==> src/hdl/mhpq_pkg.sv <==
// ----------------------------------------------------------------------------
// mhpq_pkg
// Shared types and constants for the max-heap priority queue: storage sizes,
// the heap entry layout, operation and status codes, and the sequencer states.
// ----------------------------------------------------------------------------
package mhpq_pkg;

  // Storage geometry.
  localparam int unsigned HEAP_DEPTH = 64;
  localparam int unsigned IDX_W      = $clog2(HEAP_DEPTH);
  localparam int unsigned CNT_W      = IDX_W + 1;
  // Child indexes reach twice the depth, so they need two more bits than an index.
  localparam int unsigned CHILD_W    = IDX_W + 2;

  // Item field widths.
  localparam int unsigned SYM_W  = 8;
  localparam int unsigned PRI_W  = 16;
  localparam int unsigned STAT_W = 2;
  localparam int unsigned LIM_W  = 7;

  // Configuration register file.
  localparam int unsigned APB_AW  = 3;
  localparam int unsigned APB_DW  = 32;
  localparam logic [CNT_W-1:0] HEAP_DEPTH_CNT = CNT_W'(HEAP_DEPTH);
  localparam logic [LIM_W-1:0] HEAP_LIMIT_RST = LIM_W'(64);

  // Register index of the heap limit.
  localparam logic REG_HEAP_LIMIT = 1'b0;

  // One heap entry as it sits in the store.
  typedef struct packed {
    logic [SYM_W-1:0] sym;
    logic [PRI_W-1:0] pri;
  } entry_t;

  localparam int unsigned ENTRY_W = $bits(entry_t);

  typedef enum logic {
    OP_INSERT  = 1'b0,
    OP_EXTRACT = 1'b1
  } op_e;

  typedef enum logic [STAT_W-1:0] {
    STAT_DONE      = 2'd0,
    STAT_OVERFLOW  = 2'd1,
    STAT_UNDERFLOW = 2'd2
  } status_e;

  // Which candidate the compare unit picked.
  typedef enum logic [1:0] {
    SEL_HOLD = 2'd0,
    SEL_C0   = 2'd1,
    SEL_C1   = 2'd2
  } sel_e;

  typedef enum logic [2:0] {
    ST_IDLE,
    ST_UP_RD,
    ST_UP_CMP,
    ST_EX_RD,
    ST_EX_LOAD,
    ST_DN_RD,
    ST_DN_CMP,
    ST_OUT
  } state_e;

endpackage

==> src/hdl/mhpq_ram.sv <==
// ----------------------------------------------------------------------------
// mhpq_ram
// Generic RAM with one write port and two read ports, registered read data.
// ----------------------------------------------------------------------------
module mhpq_ram #(
  parameter int unsigned WIDTH = 8,
  parameter int unsigned DEPTH = 64
) (
  input  logic                     clk_i,
  input  logic                     we_i,
  input  logic [$clog2(DEPTH)-1:0] waddr_i,
  input  logic [WIDTH-1:0]         wdata_i,
  input  logic [$clog2(DEPTH)-1:0] raddr0_i,
  output logic [WIDTH-1:0]         rdata0_o,
  input  logic [$clog2(DEPTH)-1:0] raddr1_i,
  output logic [WIDTH-1:0]         rdata1_o
);

  logic [WIDTH-1:0] mem_q [DEPTH];

  // Write port and both registered read ports.
  always_ff @(posedge clk_i) begin
    if (we_i) begin
      mem_q[waddr_i] <= wdata_i;
    end
    rdata0_o <= mem_q[raddr0_i];
    rdata1_o <= mem_q[raddr1_i];
  end

endmodule

==> src/hdl/mhpq_sel.sv <==
// ----------------------------------------------------------------------------
// mhpq_sel
// Shared priority compare unit. Starting from the held priority it takes the
// first candidate if it is strictly larger, then the second candidate if it
// is valid and strictly larger than whatever won so far.
// ----------------------------------------------------------------------------
module mhpq_sel
  import mhpq_pkg::*;
(
  input  logic [PRI_W-1:0] hold_pri_i,
  input  logic [PRI_W-1:0] c0_pri_i,
  input  logic             c1_valid_i,
  input  logic [PRI_W-1:0] c1_pri_i,
  output sel_e             sel_o
);

  logic [PRI_W-1:0] best_pri;
  logic             take_c0;

  // Two strict compares in a chain; ties keep the earlier choice.
  always_comb begin
    take_c0  = (c0_pri_i > hold_pri_i);
    best_pri = take_c0 ? c0_pri_i : hold_pri_i;
    if (c1_valid_i && (c1_pri_i > best_pri)) begin
      sel_o = SEL_C1;
    end else if (take_c0) begin
      sel_o = SEL_C0;
    end else begin
      sel_o = SEL_HOLD;
    end
  end

endmodule

==> src/hdl/max_heap_priority_queue.sv <==
// ----------------------------------------------------------------------------
// max_heap_priority_queue
// Binary max-heap of symbol and priority pairs with an APB limit register.
// ----------------------------------------------------------------------------
// The block takes one item at a time and is not ready while it works on it.
// An insert walks up the heap and an extract walks down; each level has a
// read state, which reads the parent or the two children from the entry
// RAM, and a compare state, which compares in the shared compare unit and
// writes one entry back. An item that overflows or underflows goes from the
// accepting state straight to the output state. An insert that climbs all
// six levels of a 64-entry heap passes through the accepting state, the
// levels, a step that settles the entry at the root and a step that loads
// the output register. An extract that sinks to a leaf passes through the
// accepting state, a read and a load state that fetch the root and the last
// entry, up to five levels, a step that settles and a step that loads the
// output register. The result sits in that register until it is taken, and
// the block stays busy while a new result waits for that register to free
// up. Inserts into a full heap return overflow; extracts from an empty heap
// return symbol 0 with underflow. The limit register sits at byte address 0.
// ----------------------------------------------------------------------------
module max_heap_priority_queue
  import mhpq_pkg::*;
(
  input  logic                clk_i,
  input  logic                rst_ni,
  // Configuration port.
  input  logic                psel,
  input  logic                penable,
  input  logic                pwrite,
  input  logic [APB_AW-1:0]   paddr,
  input  logic [APB_DW-1:0]   pwdata,
  output logic [APB_DW-1:0]   prdata,
  output logic                pready,
  // Input channel.
  input  logic                in_valid_i,
  output logic                in_ready_o,
  input  logic                operation_i,
  input  logic [SYM_W-1:0]    symbol_in_i,
  input  logic [PRI_W-1:0]    priority_in_i,
  // Output channel.
  output logic                out_valid_o,
  input  logic                out_ready_i,
  output logic [SYM_W-1:0]    symbol_out_o,
  output logic [STAT_W-1:0]   status_o,
  output logic [CNT_W-1:0]    entries_o
);

  state_e             state_q, state_d;
  logic [LIM_W-1:0]   heap_limit_q;
  logic [CNT_W-1:0]   count_q, count_d;
  logic [IDX_W-1:0]   k_q, k_d;
  entry_t             mov_q, mov_d;
  logic [SYM_W-1:0]   res_sym_q, res_sym_d;
  status_e            res_stat_q, res_stat_d;

  logic               out_valid_q, out_valid_d;
  logic [SYM_W-1:0]   out_sym_q;
  logic [STAT_W-1:0]  out_stat_q;
  logic [CNT_W-1:0]   out_cnt_q;
  logic               out_load;

  logic               ram_we;
  logic [IDX_W-1:0]   ram_waddr;
  entry_t             ram_wdata;
  logic [IDX_W-1:0]   ram_raddr0, ram_raddr1;
  entry_t             rd0, rd1;

  logic               in_accept;
  logic               reg_write;
  logic [CNT_W-1:0]   limit_eff;
  logic               heap_full;
  logic [IDX_W-1:0]   parent_idx;
  logic [CHILD_W-1:0] left_idx, right_idx;
  logic               left_ok, right_ok;
  logic [PRI_W-1:0]   sel_hold_pri, sel_c0_pri;
  sel_e               sel;

  // --------------------------------------------------------------------------
  // Configuration register.
  // --------------------------------------------------------------------------
  assign pready    = 1'b1;
  assign reg_write = psel && penable && pwrite && (paddr[2] == REG_HEAP_LIMIT);

  always_ff @(posedge clk_i or negedge rst_ni) begin
    if (!rst_ni) begin
      heap_limit_q <= HEAP_LIMIT_RST;
    end else if (reg_write) begin
      heap_limit_q <= pwdata[LIM_W-1:0];
    end
  end

  // Reads of an address past the register return zero.
  always_comb begin
    prdata = '0;
    if (paddr[2] == REG_HEAP_LIMIT) begin
      prdata = APB_DW'(heap_limit_q);
    end
  end

  // --------------------------------------------------------------------------
  // Index arithmetic and limit check.
  // --------------------------------------------------------------------------
  assign limit_eff  = (CNT_W'(heap_limit_q) > HEAP_DEPTH_CNT) ? HEAP_DEPTH_CNT
                                                              : CNT_W'(heap_limit_q);
  assign heap_full  = (count_q >= limit_eff);
  assign parent_idx = (k_q - IDX_W'(1)) >> 1;
  assign left_idx   = {1'b0, k_q, 1'b1};
  assign right_idx  = CHILD_W'({1'b0, k_q, 1'b0}) + CHILD_W'(2);
  assign left_ok    = (left_idx < CHILD_W'(count_q));
  assign right_ok   = (right_idx < CHILD_W'(count_q));

  assign in_ready_o = (state_q == ST_IDLE);
  assign in_accept  = in_valid_i && in_ready_o;

  // --------------------------------------------------------------------------
  // Shared compare unit: on the way up the parent is held and the moving
  // entry is the candidate; on the way down the moving entry is held.
  // --------------------------------------------------------------------------
  assign sel_hold_pri = (state_q == ST_UP_CMP) ? rd0.pri : mov_q.pri;
  assign sel_c0_pri   = (state_q == ST_UP_CMP) ? mov_q.pri : rd0.pri;

  mhpq_sel u_sel (
    .hold_pri_i (sel_hold_pri),
    .c0_pri_i   (sel_c0_pri),
    .c1_valid_i ((state_q == ST_DN_CMP) && right_ok),
    .c1_pri_i   (rd1.pri),
    .sel_o      (sel)
  );

  mhpq_ram #(
    .WIDTH (ENTRY_W),
    .DEPTH (HEAP_DEPTH)
  ) u_ram (
    .clk_i    (clk_i),
    .we_i     (ram_we),
    .waddr_i  (ram_waddr),
    .wdata_i  (ram_wdata),
    .raddr0_i (ram_raddr0),
    .rdata0_o (rd0),
    .raddr1_i (ram_raddr1),
    .rdata1_o (rd1)
  );

  // --------------------------------------------------------------------------
  // Next-state logic of the sequencer.
  // --------------------------------------------------------------------------
  always_comb begin
    state_d = state_q;
    case (state_q)
      ST_IDLE: begin
        if (in_accept) begin
          if (op_e'(operation_i) == OP_INSERT) begin
            state_d = heap_full ? ST_OUT : ST_UP_RD;
          end else begin
            state_d = (count_q == '0) ? ST_OUT : ST_EX_RD;
          end
        end
      end
      ST_UP_RD:   state_d = (k_q == '0) ? ST_OUT : ST_UP_CMP;
      ST_UP_CMP:  state_d = (sel == SEL_C0) ? ST_UP_RD : ST_OUT;
      ST_EX_RD:   state_d = ST_EX_LOAD;
      ST_EX_LOAD: state_d = (count_q == CNT_W'(1)) ? ST_OUT : ST_DN_RD;
      ST_DN_RD:   state_d = left_ok ? ST_DN_CMP : ST_OUT;
      ST_DN_CMP:  state_d = (sel == SEL_HOLD) ? ST_OUT : ST_DN_RD;
      ST_OUT: begin
        if (!out_valid_q || out_ready_i) begin
          state_d = ST_IDLE;
        end
      end
      default:    state_d = ST_IDLE;
    endcase
  end

  // --------------------------------------------------------------------------
  // Datapath and RAM control of the sequencer.
  // --------------------------------------------------------------------------
  always_comb begin
    count_d    = count_q;
    k_d        = k_q;
    mov_d      = mov_q;
    res_sym_d  = res_sym_q;
    res_stat_d = res_stat_q;
    ram_we     = 1'b0;
    ram_waddr  = k_q;
    ram_wdata  = mov_q;
    ram_raddr0 = '0;
    ram_raddr1 = '0;
    out_load   = 1'b0;
    case (state_q)
      ST_IDLE: begin
        if (in_accept) begin
          res_sym_d  = '0;
          res_stat_d = STAT_DONE;
          if (op_e'(operation_i) == OP_INSERT) begin
            if (heap_full) begin
              res_stat_d = STAT_OVERFLOW;
            end else begin
              k_d       = count_q[IDX_W-1:0];
              mov_d.sym = symbol_in_i;
              mov_d.pri = priority_in_i;
              count_d   = count_q + CNT_W'(1);
            end
          end else if (count_q == '0) begin
            res_stat_d = STAT_UNDERFLOW;
          end
        end
      end
      // Read the parent, or settle the new entry at the root.
      ST_UP_RD: begin
        ram_raddr0 = parent_idx;
        if (k_q == '0) begin
          ram_we = 1'b1;
        end
      end
      // Move the parent down, or settle the new entry here.
      ST_UP_CMP: begin
        ram_we = 1'b1;
        if (sel == SEL_C0) begin
          ram_wdata = rd0;
          k_d       = parent_idx;
        end
      end
      // Fetch the root and the last entry together.
      ST_EX_RD: begin
        ram_raddr0 = '0;
        ram_raddr1 = IDX_W'(count_q - CNT_W'(1));
      end
      ST_EX_LOAD: begin
        res_sym_d = rd0.sym;
        count_d   = count_q - CNT_W'(1);
        mov_d     = rd1;
        k_d       = '0;
      end
      // Read both children, or settle the moving entry at a leaf.
      ST_DN_RD: begin
        ram_raddr0 = left_idx[IDX_W-1:0];
        ram_raddr1 = right_idx[IDX_W-1:0];
        if (!left_ok) begin
          ram_we = 1'b1;
        end
      end
      // Move the larger child up, or settle the moving entry here.
      ST_DN_CMP: begin
        ram_we = 1'b1;
        case (sel)
          SEL_C0: begin
            ram_wdata = rd0;
            k_d       = left_idx[IDX_W-1:0];
          end
          SEL_C1: begin
            ram_wdata = rd1;
            k_d       = right_idx[IDX_W-1:0];
          end
          default: begin
            ram_wdata = mov_q;
          end
        endcase
      end
      ST_OUT: begin
        out_load = !out_valid_q || out_ready_i;
      end
      default: begin
        ram_we = 1'b0;
      end
    endcase
  end

  // Output register valid flag.
  always_comb begin
    out_valid_d = out_valid_q;
    if (out_load) begin
      out_valid_d = 1'b1;
    end else if (out_ready_i) begin
      out_valid_d = 1'b0;
    end
  end

  // --------------------------------------------------------------------------
  // Registers.
  // --------------------------------------------------------------------------
  always_ff @(posedge clk_i or negedge rst_ni) begin
    if (!rst_ni) begin
      state_q     <= ST_IDLE;
      count_q     <= '0;
      out_valid_q <= 1'b0;
    end else begin
      state_q     <= state_d;
      count_q     <= count_d;
      out_valid_q <= out_valid_d;
    end
  end

  always_ff @(posedge clk_i) begin
    k_q        <= k_d;
    mov_q      <= mov_d;
    res_sym_q  <= res_sym_d;
    res_stat_q <= res_stat_d;
    if (out_load) begin
      out_sym_q  <= res_sym_q;
      out_stat_q <= res_stat_q;
      out_cnt_q  <= count_q;
    end
  end

  assign out_valid_o  = out_valid_q;
  assign symbol_out_o = out_sym_q;
  assign status_o     = out_stat_q;
  assign entries_o    = out_cnt_q;

endmodule

==> config.mk <==
export PLATFORM = sky130hd
export DESIGN_NAME = max_heap_priority_queue
export DESIGN_NICKNAME = d
export VERILOG_FILES = /design/src/hdl/mhpq_pkg.sv /design/src/hdl/mhpq_ram.sv /design/src/hdl/mhpq_sel.sv /design/src/hdl/max_heap_priority_queue.sv
export SDC_FILE = /design/constraint.sdc
export NUM_CORES = 2
export LEC_CHECK = 0
export BUFFER_PORTS_ARGS = -buffer_cell sky130_fd_sc_hd__buf_2
export CAP_MARGIN = 30
export CORE_UTILIZATION = 48
export CTS_CLUSTER_DIAMETER = 100
export DETAILED_ROUTE_END_ITERATION = 10
export GPL_ROUTABILITY_DRIVEN = 0
export PLACE_DENSITY = 0.72
export SETUP_SLACK_MARGIN = 0.3
export SYNTH_ARGS = -nofsm -noshare
export SYNTH_HDL_FRONTEND = slang
export SYNTH_SLANG_ARGS = --single-unit
==> constraint.sdc <==
create_clock -name clk_i -period 12.7 [get_ports clk_i]
set_input_delay 1.27 -clock clk_i [delete_from_list [all_inputs] [get_ports clk_i]]
set_output_delay 1.27 -clock clk_i [all_outputs]
set_load 0.05 [all_outputs]
==> reports/summary.md <==
### Clocking
* 4 — H-tree depth reported by CTS
* 0 — cells resized by post-CTS repair
* 0 — number of buffers added to fix hold violations after cts
* 0.82 ns — insertion delay to the later sink of the worst-skew pair
* 161 — clock buffers created by TritonCTS
* 1659 — CTS sink cnt
* 0.06 ns — clock slew seen by the registers of the worst setup and hold paths
* sky130_fd_sc_hd__clkbuf_16 — cell at the root of the clock tree
* 3 — Max Root-Sink Buffers
* 0 — post-CTS setup repair buffer count
* done — TritonCTS clock tree

### Route
* 0 — DRC
* 6.805 — detail-routed via count per cell
* 50720 — Via Count
* 234.8 mm — Routed WL
* 0 — DRT antenna net count
* 7910 — First DRT Iteration DRCs
* 6 — First-pass DRT Iterations
* 31.51 um — mean routed wirelength per cell

### Timing
* 1.226 ns — worst slew pin tran
* 18.04% — relative max-transition margin
* 0 — Hold Fails Final Rpt
* 0.3970 ns — hold slack final
* 7.345 ns — minimum period implied by the final worst setup slack
* 0.02704 ns — Worst Skew
* 0 — Max Transition Viols Final
* 57.83% — fraction of the cycle the final worst path needs
* no — setup repair after global routing missed its margin
* 0 ns — final sum of negative setup slack
* 136.2 MHz — Max Clk Rate
* 5.355 ns — minimum setup slack in the final design
* 0 — Setup Viol. Count Final

### Synth
* sky130_fd_sc_hd__edfxtp_1 — cell taking the most area after synthesis
* 64.57% — sequential-to-total area share from yosys stat
* sky130_fd_sc_hd__edfxtp_1 — most used flip-flop cell after synthesis
* 1659 — #FFs+latches synth
* sky130_fd_sc_hd__edfxtp_1 (1593), sky130_fd_sc_hd__nand2_1 (1032), sky130_fd_sc_hd__mux4_2 (407) — commonest cells in the netlist
* 76270 um2 — post-synthesis instance area
* 14.51 um2 — Mapped Avg Cell Area
* sky130_fd_sc_hd__edfxtp_1 — most instantiated library cell after synthesis
* 1593 — number of flops mapped to enable cells by yosys
* 5258 — synthesized netlist cell count
* 80 — number of different library cells in the post-synthesis netlist
* 62.72% — proportion of netlist area held by the largest area contributor
* 1.085% — fraction of registers with async set or reset after synthesis
* sky130_fd_sc_hd__edfxtp_1 (63%), sky130_fd_sc_hd__mux4_2 (12%), sky130_fd_sc_hd__nand2_1 (5.1%), sky130_fd_sc_hd__mux2i_1 (2.2%), sky130_fd_sc_hd__nand3_1 (1.4%) — top area cells in the synthesized netlist
* 0 — number of warnings printed during yosys synthesis

### Global routing
* 49130 — number of global-route vias before repair
* 7 — antenna violations before repair
* 152 — largest net degree at the start of global routing
* 28.85% — total routing resource utilization after global routing
* 0 — overflow left after global routing
* 334.9 mm — global-route wire length before repair

### Pwr
* 20.2% — Clock Power Share
* 35.2% — sequential fraction of design power
* 0.009362 W — net switching component of the power
* 40.94% — sw frac
* 44.6% — combinational share of power
* 270.7 nW/um2 — power density cells
* 27.69 nW — Static Leakage
* 233.7 uV — peak ir drop on the vdd network
* 0.01351 W — cell-internal power

### Setup path
* xor2_1 -> nor4_4 -> nand4_2 -> or4_1 -> and3_4 -> nor3_4 -> mux2i_1 -> ha_1 -> nand4_1 -> nor3_1 -> o221ai_1 -> a211oi_4 -> buf_4 -> nand2b_2 -> buf_4 -> o221a_2 -> buf_4 — Cell Chain, Critical Path
* 7.84 ns — CP Data Arrival Time
* 13.20 ns — required time reported for the critical path endpoint
* flip-flop — endpoint type of the worst setup path
* sky130_fd_sc_hd__nor3_4 — slowest CP cell
* flip-flop to flip-flop — startpoint-to-endpoint class of the critical path
* u_ram.mem_q[53][14] — endpoint of the lowest-slack register-to-register path
* 0.82 ns — Largest stage delay, worst path
* 17 — FF-to-FF path depth
* 5.36 ns — slack of the worst reg-to-reg path
* sky130_fd_sc_hd__buf_4 — cell type with the highest occurrence count on the critical path
* mov_q[12] — startpoint of the worst register-to-register path
* u_ram.mem_q[53][14] — Setup crit end
* mov_q[12] — worst setup path start
* flip-flop — startpoint types
* 64 — CP max FO

### Final layout
* 19.51% — fraction of layout instances using a drive strength above 1
* 10.75% — area growth from synthesis to layout
* 5374 — Final #Nets
* 53.83% — Post-Route Utilization
* 7453 — post-route insts no fill

### Place
* 123.6 mm — dpl hpwl
* 5.525 ns — pre-CTS WS
* 7156 — placed insts
* 65 — number of port buffers

### Flow run
* 0 — max-cap check violation count

### Die
* 119 — Boundary Pins
* 400.6 um — Die Width
* 48.60% — starting density of the core
* 160500 um2 — die outline area
* 156900 um2 — CORE AREA
* 145 — number of cell rows
* 400.6 um — Die H

### Outcome
* finished, final reports clean — status

### Hold path
* input pin to async pin — worst hold-check path type

[through the flow]
stage,total power [W],area (um2)
after detailed placement,0.01798,79380
after floorplan,0.01451,76360
final,0.02287,84470
after CTS,0.02255,84380
after global routing,0.02354,84470
after global placement,0.01780,79360
[worst min-delay path by stage]
stage             startpoint              end  cells after the start
2_1_floorplan  res_stat_q[0]      status_o[0]                      0
3_3_place_gp    res_sym_q[4]  symbol_out_o[4]                      0
3_5_place_dp   res_stat_q[0]      status_o[0]                      0
4_1_cts               rst_ni       count_q[2]                      1
5_1_grt               rst_ni  heap_limit_q[2]                      1
6_report              rst_ni      out_valid_o                      1
[flip-flops by register name, summed over array words and instances, names as in the netlist]
name            count
entries_o           7
status_o            2
state_q             3
k_q                 6
count_q             7
out_valid_o         1
u_ram.mem_q      1536
res_stat_q          2
res_sym_q           8
heap_limit_q        7
mov_q              24
u_ram.rdata1_o     24
u_ram.rdata0_o     24
symbol_out_o        8
[cell type report]
cell class,count,area (um2)
fillers,12210,72460
flip-flops and latches,1659,49250
multi-input cells,3161,25690
clock buffers,201,4253
well taps,2058,2575
repair buffers,237,1782
clock inverters,89,745.7
inverters,45,168.9
diodes,3,7.507
[worst max-delay path, delay by kind of cell, from the launching register on]
family                     cells  cell delay (ns)
DFF                            1             0.45
and+or+nand+nor                8             3.24
adders and majority gates      1             0.34
xor gates and xnor gates       1             0.22
buffers and inverters          3             1.51
muxes                          1             0.19
AOI/OAI and AO/OA              3             0.96
[cell families after synthesis]
group	count (synthesis)	synth area share [%]
buffers and inverters	462	2.766
adder cells (fa/ha/maj)	47	0.7546
other	2	0.009846
flip-flops	1659	64.57
AND/OR/NAND/NOR	1666	9.667
XOR/XNOR	33	0.3789
AO/OA/AOI/OAI	759	6.816
multiplexers	630	15.04
[power groups by stage]
stage	Combinational [W]	Sequential (W)	Clock, W
2_1_floorplan	0.00629	0.00822	0
3_3_place_gp	0.00968	0.00812	0
3_5_place_dp	0.00985	0.00813	0
4_1_cts	0.00989	0.00802	0.00464
5_1_grt	0.0106	0.00807	0.00484
6_report	0.0102	0.00804	0.00462
[metal layers]
layer	vias to the layer above	track usage, %	share of wire [%]	wire [um]
met5	-	0.5352	0.071	166
met1	25270	36.95	34	80790
met3	727	7.629	14	32460
li1	20540	-	-	-
met4	10	17.64	6.8	15880
met2	4170	44.06	45	105500
[placed cells by master (no fill, tap or decap), types with 15 or more instances in the layout]
cell type	Yosys	routed
sky130_fd_sc_hd__nand3_1	214	211
sky130_fd_sc_hd__a311oi_1	50	50
sky130_fd_sc_hd__nor2_1	113	51
sky130_fd_sc_hd__a22oi_1	44	43
sky130_fd_sc_hd__mux2i_1	167	167
sky130_fd_sc_hd__xor2_1	15	15
sky130_fd_sc_hd__clkbuf_16	0	164
sky130_fd_sc_hd__o211ai_1	39	39
sky130_fd_sc_hd__clkinv_1	0	38
sky130_fd_sc_hd__a21oi_1	164	163
sky130_fd_sc_hd__a31oi_1	123	123
sky130_fd_sc_hd__edfxtp_1	1593	1593
sky130_fd_sc_hd__buf_2	59	68
sky130_fd_sc_hd__mux2_2	55	55
sky130_fd_sc_hd__nor2b_1	21	21
sky130_fd_sc_hd__buf_4	56	157
sky130_fd_sc_hd__a221o_1	48	48
sky130_fd_sc_hd__dfrtp_1	17	17
sky130_fd_sc_hd__xnor2_1	18	18
sky130_fd_sc_hd__clkinv_2	0	23
sky130_fd_sc_hd__o22ai_1	77	77
sky130_fd_sc_hd__nor2_4	0	24
sky130_fd_sc_hd__mux4_2	407	407
sky130_fd_sc_hd__nand2_1	1032	1027
sky130_fd_sc_hd__a211oi_1	75	74
sky130_fd_sc_hd__o32ai_1	23	20
sky130_fd_sc_hd__and3_1	101	99
sky130_fd_sc_hd__and2_1	83	81
sky130_fd_sc_hd__inv_1	44	44
sky130_fd_sc_hd__o21ai_0	50	31
sky130_fd_sc_hd__clkbuf_1	238	36
sky130_fd_sc_hd__nand2b_1	22	21
sky130_fd_sc_hd__conb_1	2	26
sky130_fd_sc_hd__ha_1	42	42
sky130_fd_sc_hd__nor4_1	26	25
sky130_fd_sc_hd__a2111oi_0	24	24
sky130_fd_sc_hd__o21ai_4	0	19
sky130_fd_sc_hd__nor2_2	0	38
sky130_fd_sc_hd__dfxtp_1	48	48
Note: power is estimated with default switching activity, not from simulation.
